==> src/hw/rtl/trle_pkg.sv <==
// shared types and constants for the tga run-length pixel decoder
// no dependencies

package trle_pkg;

  localparam int DepthW = 3;
  localparam int CountW = 25;
  localparam int CfgIdxW = 1;

  localparam logic [CfgIdxW-1:0] RegDepth = 1'b0;
  localparam logic [CfgIdxW-1:0] RegCount = 1'b1;

  localparam logic [DepthW-1:0] DepthReset = 3'd4;
  localparam logic [CountW-1:0] CountReset = 25'd65536;
  localparam logic [CountW-1:0] MaxPixels = 25'd16777216;

  localparam logic [7:0] RunBase = 8'd127;

  typedef enum logic [1:0] {
    PH_HEADER = 2'b01,
    PH_PIXEL  = 2'b10
  } trle_phase_t;

  typedef struct packed {
    logic [31:0] accum;
    logic [2:0]  depth;
    logic [7:0]  rep;
    logic        last;
    logic        ovr;
  } trle_item_t;

endpackage

==> src/hw/rtl/trle_front.sv <==
// front end: chunk header parsing, pixel byte assembly and image pixel accounting
// depends on trle_pkg

module trle_front (
  input  logic                      clk,
  input  logic                      rst,
  input  logic                      in_valid,
  input  logic [7:0]                in_byte,
  output logic                      in_ready,
  input  logic [trle_pkg::DepthW-1:0] depth,
  input  logic [trle_pkg::CountW-1:0] total,
  input  logic                      room,
  output logic                      item_valid,
  output trle_pkg::trle_item_t      item
);
  import trle_pkg::*;

  trle_phase_t       phase, phase_next;
  logic              in_run, in_run_next;
  logic [7:0]        chunk_left, chunk_left_next;
  logic [1:0]        byte_slot, byte_slot_next;
  logic [31:0]       pixel_accum, pixel_accum_next;
  logic [CountW-1:0] pixels_done, pixels_done_next;

  logic              accept;
  logic [2:0]        slot_inc;
  logic              px_done;
  logic [31:0]       accum_or;
  logic [CountW:0]   diff;
  logic [CountW-1:0] rem;
  logic              rem_one;
  logic [7:0]        cl_eff;
  logic [7:0]        cl_dec;
  logic              ov_run;
  logic [7:0]        rep;
  logic              last;
  logic              ovr;

  assign in_ready = room;
  assign accept   = in_valid & room;

  assign slot_inc = {1'b0, byte_slot} + 3'd1;
  assign px_done  = slot_inc >= depth;
  assign accum_or = pixel_accum | ({24'd0, in_byte} << {byte_slot, 3'b000});

  assign diff    = {1'b0, total} - {1'b0, pixels_done};
  assign rem     = (diff[CountW] || diff == '0) ? CountW'(1) : diff[CountW-1:0];
  assign rem_one = rem == CountW'(1);
  assign cl_eff  = (chunk_left == 8'd0) ? 8'd1 : chunk_left;
  assign cl_dec  = cl_eff - 8'd1;
  assign ov_run  = {17'd0, cl_eff} > rem;

  always_comb begin
    if (in_run) begin
      rep  = ov_run ? rem[7:0] : cl_eff;
      last = {17'd0, cl_eff} >= rem;
      ovr  = ov_run;
    end else begin
      rep  = 8'd1;
      last = rem_one;
      ovr  = rem_one && (cl_dec != 8'd0);
    end
  end

  assign item_valid = accept && (phase == PH_PIXEL) && px_done;
  assign item.accum = accum_or;
  assign item.depth = depth;
  assign item.rep   = rep;
  assign item.last  = last;
  assign item.ovr   = ovr;

  always_comb begin
    phase_next       = phase;
    in_run_next      = in_run;
    chunk_left_next  = chunk_left;
    byte_slot_next   = byte_slot;
    pixel_accum_next = pixel_accum;
    pixels_done_next = pixels_done;
    if (accept) begin
      case (phase)
        PH_HEADER: begin
          in_run_next      = in_byte[7];
          chunk_left_next  = in_byte[7] ? (in_byte - RunBase) : (in_byte + 8'd1);
          byte_slot_next   = 2'd0;
          pixel_accum_next = 32'd0;
          phase_next       = PH_PIXEL;
        end
        PH_PIXEL: begin
          if (!px_done) begin
            pixel_accum_next = accum_or;
            byte_slot_next   = slot_inc[1:0];
          end else begin
            pixel_accum_next = 32'd0;
            byte_slot_next   = 2'd0;
            chunk_left_next  = in_run ? 8'd0 : cl_dec;
            if (last) begin
              pixels_done_next = '0;
              chunk_left_next  = 8'd0;
              phase_next       = PH_HEADER;
            end else begin
              pixels_done_next = pixels_done + {17'd0, rep};
              if (in_run || cl_dec == 8'd0) begin
                phase_next = PH_HEADER;
              end
            end
          end
        end
        default: begin
          phase_next = PH_HEADER;
        end
      endcase
    end
  end

  always_ff @(posedge clk) begin
    if (rst) begin
      phase       <= PH_HEADER;
      in_run      <= 1'b0;
      chunk_left  <= 8'd0;
      byte_slot   <= 2'd0;
      pixel_accum <= 32'd0;
      pixels_done <= '0;
    end else begin
      phase       <= phase_next;
      in_run      <= in_run_next;
      chunk_left  <= chunk_left_next;
      byte_slot   <= byte_slot_next;
      pixel_accum <= pixel_accum_next;
      pixels_done <= pixels_done_next;
    end
  end

endmodule

==> src/hw/rtl/trle_queue.sv <==
// two-entry queue of finished pixels between front and back
// depends on trle_pkg

module trle_queue (
  input  logic                 clk,
  input  logic                 rst,
  input  logic                 push,
  input  trle_pkg::trle_item_t push_item,
  input  logic                 pop,
  output logic                 not_empty,
  output logic                 room,
  output trle_pkg::trle_item_t head
);
  import trle_pkg::*;

  trle_item_t entry [2];
  logic       wr_ptr;
  logic       rd_ptr;
  logic [1:0] count;

  assign not_empty = count != 2'd0;
  assign room      = count != 2'd2;
  assign head      = entry[rd_ptr];

  always_ff @(posedge clk) begin
    if (push) begin
      entry[wr_ptr] <= push_item;
    end
  end

  always_ff @(posedge clk) begin
    if (rst) begin
      wr_ptr <= 1'b0;
      rd_ptr <= 1'b0;
      count  <= 2'd0;
    end else begin
      if (push) begin
        wr_ptr <= ~wr_ptr;
      end
      if (pop) begin
        rd_ptr <= ~rd_ptr;
      end
      case ({push, pop})
        2'b10:   count <= count + 2'd1;
        2'b01:   count <= count - 2'd1;
        default: count <= count;
      endcase
    end
  end

endmodule

==> src/hw/rtl/trle_back.sv <==
// back end: depth masking and the output register of the result stream
// depends on trle_pkg

module trle_back (
  input  logic                 clk,
  input  logic                 rst,
  input  logic                 q_valid,
  input  trle_pkg::trle_item_t q_item,
  output logic                 pop,
  output logic                 m_tvalid,
  input  logic                 m_tready,
  output logic [39:0]          m_tdata,
  output logic                 m_tlast,
  output logic                 m_tuser
);
  import trle_pkg::*;

  logic [31:0] mask;

  always_comb begin
    case (q_item.depth)
      3'd1:    mask = 32'h0000_00ff;
      3'd2:    mask = 32'h0000_ffff;
      3'd3:    mask = 32'h00ff_ffff;
      default: mask = 32'hffff_ffff;
    endcase
  end

  assign pop = q_valid && (!m_tvalid || m_tready);

  always_ff @(posedge clk) begin
    if (pop) begin
      m_tdata <= {q_item.rep, q_item.accum & mask};
      m_tlast <= q_item.last;
      m_tuser <= q_item.ovr;
    end
  end

  always_ff @(posedge clk) begin
    if (rst) begin
      m_tvalid <= 1'b0;
    end else if (pop) begin
      m_tvalid <= 1'b1;
    end else if (m_tready) begin
      m_tvalid <= 1'b0;
    end
  end

endmodule

==> src/hw/rtl/tga_rle_pixel_decoder.sv <==
// tga run-length pixel decoder, one compressed byte per beat
// a pixel's result is written into the queue, then into the output register, after the beat with its last byte
// throughput: one input beat per cycle while the queue has room; one result per finished pixel
// the front end keeps taking bytes while up to two results wait for the output side
// reset: synchronous, clears parse state and queue, depth to 4 and pixel count to 65536
// depends on trle_pkg, trle_front, trle_queue, trle_back

module tga_rle_pixel_decoder (
  input  logic                          clk,
  input  logic                          rst,
  input  logic                          s_tvalid,
  output logic                          s_tready,
  input  logic [7:0]                    s_tdata,   // data_byte
  output logic                          m_tvalid,
  input  logic                          m_tready,
  output logic [39:0]                   m_tdata,   // pixel_value, repeat_count
  output logic                          m_tlast,   // last_of_image
  output logic                          m_tuser,   // overrun
  input  logic                          cfg_we,
  input  logic [trle_pkg::CfgIdxW-1:0]  cfg_index,
  input  logic [trle_pkg::CountW-1:0]   cfg_data
);
  import trle_pkg::*;

  logic [DepthW-1:0] depth_reg;
  logic [CountW-1:0] count_reg;
  logic [DepthW-1:0] depth;
  logic [CountW-1:0] total;

  logic       item_valid;
  trle_item_t item;
  logic       room;
  logic       q_valid;
  trle_item_t q_item;
  logic       pop;

  always_ff @(posedge clk) begin
    if (rst) begin
      depth_reg <= DepthReset;
      count_reg <= CountReset;
    end else if (cfg_we) begin
      case (cfg_index)
        RegDepth: depth_reg <= cfg_data[DepthW-1:0];
        RegCount: count_reg <= cfg_data;
        default:  depth_reg <= depth_reg;
      endcase
    end
  end

  always_comb begin
    if (depth_reg == 3'd0) begin
      depth = 3'd1;
    end else if (depth_reg > 3'd4) begin
      depth = 3'd4;
    end else begin
      depth = depth_reg;
    end
    if (count_reg == '0) begin
      total = CountW'(1);
    end else if (count_reg > MaxPixels) begin
      total = MaxPixels;
    end else begin
      total = count_reg;
    end
  end

  trle_front u_front (
    .clk        (clk),
    .rst        (rst),
    .in_valid   (s_tvalid),
    .in_byte    (s_tdata),
    .in_ready   (s_tready),
    .depth      (depth),
    .total      (total),
    .room       (room),
    .item_valid (item_valid),
    .item       (item)
  );

  trle_queue u_queue (
    .clk       (clk),
    .rst       (rst),
    .push      (item_valid),
    .push_item (item),
    .pop       (pop),
    .not_empty (q_valid),
    .room      (room),
    .head      (q_item)
  );

  trle_back u_back (
    .clk      (clk),
    .rst      (rst),
    .q_valid  (q_valid),
    .q_item   (q_item),
    .pop      (pop),
    .m_tvalid (m_tvalid),
    .m_tready (m_tready),
    .m_tdata  (m_tdata),
    .m_tlast  (m_tlast),
    .m_tuser  (m_tuser)
  );

endmodule

==> config.mk <==
export PLATFORM = sky130hd
export DESIGN_NAME = tga_rle_pixel_decoder
export DESIGN_NICKNAME = d
export VERILOG_FILES = /design/src/hw/rtl/trle_pkg.sv /design/src/hw/rtl/trle_front.sv /design/src/hw/rtl/trle_queue.sv /design/src/hw/rtl/trle_back.sv /design/src/hw/rtl/tga_rle_pixel_decoder.sv
export SDC_FILE = /design/constraint.sdc
export NUM_CORES = 1
export LEC_CHECK = 0
export BUFFER_PORTS_ARGS = -buffer_cell sky130_fd_sc_hd__buf_2
export CAP_MARGIN = 25
export CORE_MARGIN = 4
export CORE_UTILIZATION = 55
export DETAILED_ROUTE_END_ITERATION = 10
export GPL_TIMING_DRIVEN = 0
export HOLD_SLACK_MARGIN = 0.02
export PLACE_DENSITY_LB_ADDON = 0.05
export SLEW_MARGIN = 20
export SYNTH_ARGS = -nofsm -noshare
export SYNTH_HDL_FRONTEND = slang
export SYNTH_SLANG_ARGS = --single-unit
==> constraint.sdc <==
create_clock -name clk -period 7.88 [get_ports clk]
set_clock_uncertainty 0.15 [all_clocks]
set_input_delay 1.182 -clock clk [delete_from_list [all_inputs] [get_ports clk]]
set_output_delay 1.182 -clock clk [all_outputs]
set_load 0.02 [all_outputs]
==> out/results.tsv, run 1 <==
stage	metric	value	unit
run_status	outcome	complete, no violations	
sta	post-route setup slack	309	ps
power	Cell Pwr Density	240	nW/um2
yosys	top-area cell type share of the netlist area	33.4	%
placement	pre-CTS setup slack	-1250	ps
critical_path	r2r startpoint	count_reg[3]	
critical_path	reg2reg end	u_front.pixels_done[18]	
critical_path	CP max-delay cell	fa_2	
critical_path	Worst setup endpoint	u_front.pixels_done[18]	
clock_network	root buf cell	clkbuf_16	
global_routing	Tot GR Track Use	23.7	%
routing	wire per inst	18.2	um
yosys	asr flop ratio synth	0	%
yosys	post-synthesis compound-gate area fraction	15.0	%
layout	top flop regs	u_queue.entry (90), u_back.m_tdata (40), u_front.pixel_accum (32)	
layout	Inserted Diodes	0	
routing	final wirelength	29100	um
global_routing	first-pass GRT wire length	46300	um
layout	final net count	1400	
routing	DRT antenna net count	0	
yosys	Simple-Gate Fraction of Synth Area	16.8	%
clock_network	TritonCTS Buffers	25	
yosys	syn avg cell area	10.1	um2
global_routing	initial antenna violation count	0	
routing	DR top layer	met4	
critical_path	R2R depth	41	
placement	Post-DP HPWL	20200	um
routing	via count	9220	
critical_path	most used cell, CP	a21o_1	
yosys	Syn Std Cell Area	11900	um2
power	total design power	3410	uW
yosys	top cell type by total area after synthesis	edfxtp_1	
yosys	syn_nets	1270	
sta	final setup vio count	0	
critical_path	Arr. time, crit path	7860	ps
critical_path	CP Capture Type	flip-flop	
sta	Max-slew headroom	38.1	%
global_routing	final global-route overflow total	0	
critical_path	crit path kind	reg -> reg	
power	worst ir drop on vdd	183	uV
critical_path	R2R Setup Slk	310	ps
yosys	synth top area cells	edfxtp_1 (33%), dfxtp_1 (18%), ha_1 (5.6%), a21oi_1 (4.7%), nor2_1 (4.0%)	
yosys	Synth Flop Type	edfxtp_1	
routing	Iter 0 DRT Violations	703	
sta	Max Slew Vio Count	0	
placement	gp weighted congestion	0.916	
routing	via/cell ratio	5.76	
routing	Post-route DRC	0	
layout	most frequent cells in the layout	edfxtp_1 (132), nor2_1 (126), a21oi_1 (98)	
job	MaxCap Viol Count	0	
floorplan	I/O Pins	83	
critical_path	max incr delay on CP	380	ps
routing	1st-pass router iterations	5	
yosys	share of synthesized area spent on multiplexers	4.24	%
yosys	XOR/XNOR Fraction of Synth Area	3.54	%
worst_hold_path	Hold Path Class	reg -> reg	
sta	Tmin final	7570	ps
layout	Reg with most FFs	u_queue.entry	
clock_network	Clock Tree Buf Depth	3	
yosys	Post-Syn Instances	1176	
floorplan	Core ar.	21200	um2
power	Leak Pwr	0.00547	uW
floorplan	die width	155	um
sta	Hold Vio Cnt, Final	0	
clock_network	CTS H-tree depth	1	
layout	most common cell after layout, fill and taps aside	edfxtp_1	
yosys	adder-cell share of the synthesized area	5.92	%
clock_network	# hold bufs at CTS	0	
clock_network	Clock Latency Late Sink	550	ps
routing	met2 routed WL	13200	um
layout	FILL cells	1707	
critical_path	critical path data required time	8170	ps
global_routing	vias in the first global route	8761	
layout	share of layout cells above drive strength 1	19.4	%
routing	WL met3	1670	um
sta	Tcrit/Tclk final	96.1	%
floorplan	Die ar.	24000	um2
layout	max reg flops	90	
floorplan	row cnt	53	
floorplan	Initial Util	56.2	%
sta	fmax	132	MHz
clock_network	CTS sink cnt	236	
yosys	register area share after synthesis	50.9	%
critical_path	Worst setup startpoint	count_reg[3]	
clock_network	clock edge transition at the registers on the reported setup and hold paths	70	ps
layout	Syn-to-layout area delta	19.9	%
clock_network	CTS tree	done	
yosys	Seq cells post-synth	236	
yosys	synth unique cells	71	
yosys	Ys Warns	0	
routing	Metal-1 WL	13600	um
placement	Port Buffer Count	78	
critical_path	crit-path max FO	7	
layout	utilization after layout	67.3	%
global_routing	pin count of the biggest net entering global routing	46	
yosys	largest family of logic cells by synthesized area	simple AND/OR/NAND/NOR gates	
sta	Worst-Margin Slew	924	ps
floorplan	Die Y-Extent	155	um
critical_path	CP Launch Type	flip-flop	
yosys	Post-synth EDFFs	132	
per-stage QoR:
stage               cells  instance area [um2]  hold WS, ps  TNS, ps
floorplan            1176                11900          294        0
global placement     1529                12600          309   -18790
detailed placement   1533                12700          314   -19740
CTS                  1591                13800          328        0
global route         1600                14200          351     -108
finish               1600                14200          324        0
synthesized netlist by cell type, types with 3 or more instances:
library cell	instances
a2111oi_0	3
a211oi_1	5
a21o_1	48
a21oi_1	112
a31oi_1	7
a32o_1	7
and2_1	19
and3_1	6
and4_1	3
buf_1	4
clkbuf_1	56
dfxtp_1	104
edfxtp_1	132
ha_1	53
inv_1	45
mux2_2	18
mux2i_1	29
nand2_1	97
nand2b_1	11
nand3_1	20
nand3b_1	6
nand4_1	14
nor2_1	127
nor2b_1	22
nor3_1	22
nor3b_1	32
nor4_1	11
o211ai_1	6
o21a_1	8
o21ai_0	26
o21ai_1	8
o21bai_1	9
o31ai_1	7
o41ai_1	3
or3_1	5
xnor2_1	37
xor2_1	11
cell families after synthesis:
family                     count (synthesis)
buffers and inverters                    110
DFF                                      236
and+or+nand+nor                          405
adders and majority gates                 55
muxes                                     48
AOI/OAI and AO/OA                        274
xor gates and xnor gates                  48
metal layers:
layer	up-vias	global-route usage [%]
met5	-	0
li1	4502	-
met2	259	37.2
met3	55	3.09
met1	4404	35.1
met4	0	5.85
worst min path at each step:
stage                              from            end  slack, ps  cells past startpoint
after floorplan           count_reg[20]  count_reg[20]        290                      2
after global placement    count_reg[21]  count_reg[21]        310                      2
after detailed placement  count_reg[13]  count_reg[13]        310                      2
after CTS                 count_reg[20]  count_reg[20]        330                      2
after global routing       count_reg[7]   count_reg[7]        350                      2
final                      count_reg[9]   count_reg[9]        320                      2
repair_timing:
| action | CTS | global route |
|---|---|---|
| setup buffers | 11 | 13 |
| endpoints found under the setup margin | 22 | 20 |
| gates resized for setup | 42 | 73 |
| pin swaps | 11 | 43 |
| gates cloned | 2 | 0 |
layout make-up:
type	count	area [um2]	area share, %
inverters	46	173	1.21
multi-input cells	831	5940	41.7
repair buffers	107	658	4.62
clock buffers	29	661	4.64
plain buffers	59	245	1.72
clock inverters	17	171	1.20
flip-flops and latches	236	6050	42.5
well taps	275	344	2.42
report_power, final:
group / total [uW] / internal (uW) / switching, uW / leakage, uW
clock network: 1200 / 700 / 498 / 0.000414
logic: 801 / 310 / 491 / 0.00300
registers: 1410 / 1380 / 29.4 / 0.00206
total: 3410 / 2400 / 1020 / 0.00547
critical path, delay by kind of cell (launching register included):
kind / cells / cell delay [ps]
and+or+nand+nor: 13 / 1890
AOI/OAI and AO/OA: 19 / 3290
adders and majority gates: 4 / 1030
buffers and inverters: 3 / 430
DFF: 1 / 350
xor gates and xnor gates: 2 / 310
Note: power is estimated with default switching activity, not from simulation.
==> run 2: changes to the inputs <==
==> constraint.sdc (replaced) <==
create_clock -name clk -period 8.8 [get_ports clk]
set_clock_uncertainty 0.15 [all_clocks]
set_input_delay 1.32 -clock clk [delete_from_list [all_inputs] [get_ports clk]]
set_output_delay 1.32 -clock clk [all_outputs]
set_load 0.02 [all_outputs]
==> run 2 against run 1 <==
Effect of this change:
- global-route usage shrank 0.46 points
- sequential power shrank 11%
- fmax shrank 8.7%
- total power shrank 12%
- critical path type unchanged
- largest power group unchanged
- highest routed layer unchanged
==> out/results.tsv, run 2 (synthesized netlist as in run 1, its figures left out) <==
stage	metric	value	unit	change
run_status	outcome	complete, no violations		
routing	1st-pass router iterations	5		unchanged
layout	max reg flops	90		unchanged
floorplan	Core ar.	21200	um2	unchanged
floorplan	Initial Util	56.2	%	unchanged
power	internal power	2110	uW	-12%
floorplan	I/O Pins	83		unchanged
sta	Tcrit/Tclk final	94.2	%	-1.9 points
clock_network	Clock Latency Late Sink	550	ps	about the same
critical_path	R2R Setup Slk	510	ps	+200 ps
clock_network	CTS sink cnt	236		unchanged
floorplan	Die Y-Extent	155	um	unchanged
routing	final wirelength	28200	um	-3.1%
critical_path	max incr delay on CP	570	ps	+190 ps
clock_network	Clock Tree Buf Depth	3		unchanged
power	clock share of power	35.8	%	+0.7 points
layout	utilization after layout	64.7	%	-2.6 points
global_routing	pin count of the biggest net entering global routing	46		unchanged
clock_network	TritonCTS Buffers	25		unchanged
worst_hold_path	Hold Path Class	reg -> reg		
routing	via/cell ratio	5.67		-1.5%
critical_path	crit path kind	reg -> reg		
routing	Post-route DRC	0		unchanged
critical_path	CP Launch Type	flip-flop		
routing	DRT antenna net count	0		unchanged
layout	final net count	1380		-1.4%
clock_network	# hold bufs at CTS	0		unchanged
critical_path	crit-path max FO	10		+3
routing	via count	8965		-2.8%
critical_path	Arr. time, crit path	8570	ps	+710 ps
placement	Post-DP HPWL	20200	um	unchanged
sta	Max Slew Vio Count	0		unchanged
global_routing	Tot GR Track Use	23.2	%	-0.46 points
global_routing	first-pass GRT wire length	45500	um	-1.8%
sta	Tmin final	8290	ps	+717 ps
power	worst ir drop on vdd	163	uV	-11%
sta	Max-slew headroom	41.3	%	+3.3 points
sta	worst hold margin	326	ps	+2.34 ps
power	Sw Share	29.6	%	-0.24 points
clock_network	CTS H-tree depth	1		unchanged
sta	post-route setup slack	511	ps	+203 ps
floorplan	Die ar.	24000	um2	unchanged
power	Cell Pwr Density	218	nW/um2	-8.9%
power	Logic pwr share	21.9	%	-1.6 points
placement	Port Buffer Count	78		unchanged
job	MaxCap Viol Count	0		unchanged
layout	top flop regs	u_queue.entry (90), u_back.m_tdata (40), u_front.pixel_accum (32)		
critical_path	most used cell, CP	a21o_1		
critical_path	CP max-delay cell	or4_1		
placement	pre-CTS setup slack	-327	ps	+920 ps
placement	Post-Place Cells	1533		unchanged
sta	Worst-Margin Slew	874	ps	-50.1 ps
global_routing	initial antenna violation count	0		unchanged
placement	gp weighted congestion	0.916		unchanged
layout	share of layout cells above drive strength 1	13.5	%	-5.9 points
power	Flop pwr share	42.3	%	+0.9 points
layout	most frequent cells in the layout	edfxtp_1 (132), nor2_1 (126), a21oi_1 (109)		
layout	Inserted Diodes	0		unchanged
layout	Syn-to-layout area delta	15.2	%	
layout	Reg with most FFs	u_queue.entry		
clock_network	root buf cell	clkbuf_16		
critical_path	CP Capture Type	flip-flop		
critical_path	critical path data required time	9080	ps	+910 ps
floorplan	row cnt	53		unchanged
clock_network	CTS tree	done		
floorplan	die width	155	um	unchanged
power	Leak Pwr	0.00529	uW	-3.2%
sta	Hold Vio Cnt, Final	0		unchanged
power	P_sw	885	uW	-13%
sta	final setup vio count	0		unchanged
layout	fin cells	1580		-1.3%
clock_network	clock edge transition at the registers on the reported setup and hold paths	70	ps	about the same
sta	fmax	121	MHz	-8.7%
layout	most common cell after layout, fill and taps aside	edfxtp_1		
routing	Iter 0 DRT Violations	649		-7.7%
global_routing	final global-route overflow total	0		unchanged
routing	wire per inst	17.8	um	-1.9%
global_routing	vias in the first global route	8563		-2.3%
## run 2: power by group through the flow
stage | Sequential, uW | Clock (uW) | Combinational, uW
6_report | 1260 | 1070 | 656
5_1_grt | 1270 | 1140 | 727
4_1_cts | 1260 | 1090 | 640
3_5_place_dp | 1290 | 0 | 634
3_3_place_gp | 1290 | 0 | 618
2_1_floorplan | 1330 | 0 | 413
## run 2: layout make-up
cell class	count	area [um2]
plain buffers	64	255
clock buffers	29	661
clock inverters	17	171
fillers	1766	7460
inverters	46	173
multi-input cells	830	5570
flip-flops and latches	236	6050
well taps	275	344
repair buffers	83	478
## run 2: stage by stage
step	instance area, um2	power [uW]	setup TNS [ps]
6_report	13700	2990	0
5_1_grt	13700	3130	-170
4_1_cts	13600	2990	0
3_5_place_dp	12700	1920	-2520
3_3_place_gp	12600	1910	-1890
2_1_floorplan	11900	1740	0
## run 2: critical path, delay by kind of cell, from the launching register on
| family | cells | cell delay [ps] |
|---|---|---|
| buffers and inverters | 2 | 390 |
| and+or+nand+nor | 16 | 3030 |
| adders and majority gates | 3 | 1180 |
| DFF | 1 | 350 |
| xor gates and xnor gates | 1 | 160 |
| AOI/OAI and AO/OA | 17 | 2920 |
## run 2: worst paths after layout
| path | startpoint | endpoint | depth (start not counted) |
|---|---|---|---|
| worst max-delay path | count_reg[0] | u_front.pixels_done[14] | 39 |
| worst min-delay path | count_reg[9] | count_reg[9] | 2 |
| worst max register to register | count_reg[0] | u_front.pixels_done[14] | 39 |
| worst min register to register | count_reg[9] | count_reg[9] | 2 |
## run 2: repair_timing
| action | CTS | global route |
|---|---|---|
| setup endpoints to repair | 15 | 20 |
| pin swaps | 0 | 3 |
| endpoints found under the hold margin | 0 | 0 |
| setup buffers | 0 | 1 |
| resized for setup | 5 | 22 |
## run 2: metal layers
metal  vias to the layer above  GRT usage (%)  part of all wire, %
li1                       4452              -                    -
met1                      4228           34.7                   46
met2                       253           36.6                   46
met3                        32           2.84                  6.4
met4                         0           5.00                  1.3
met5                         -              0                    0
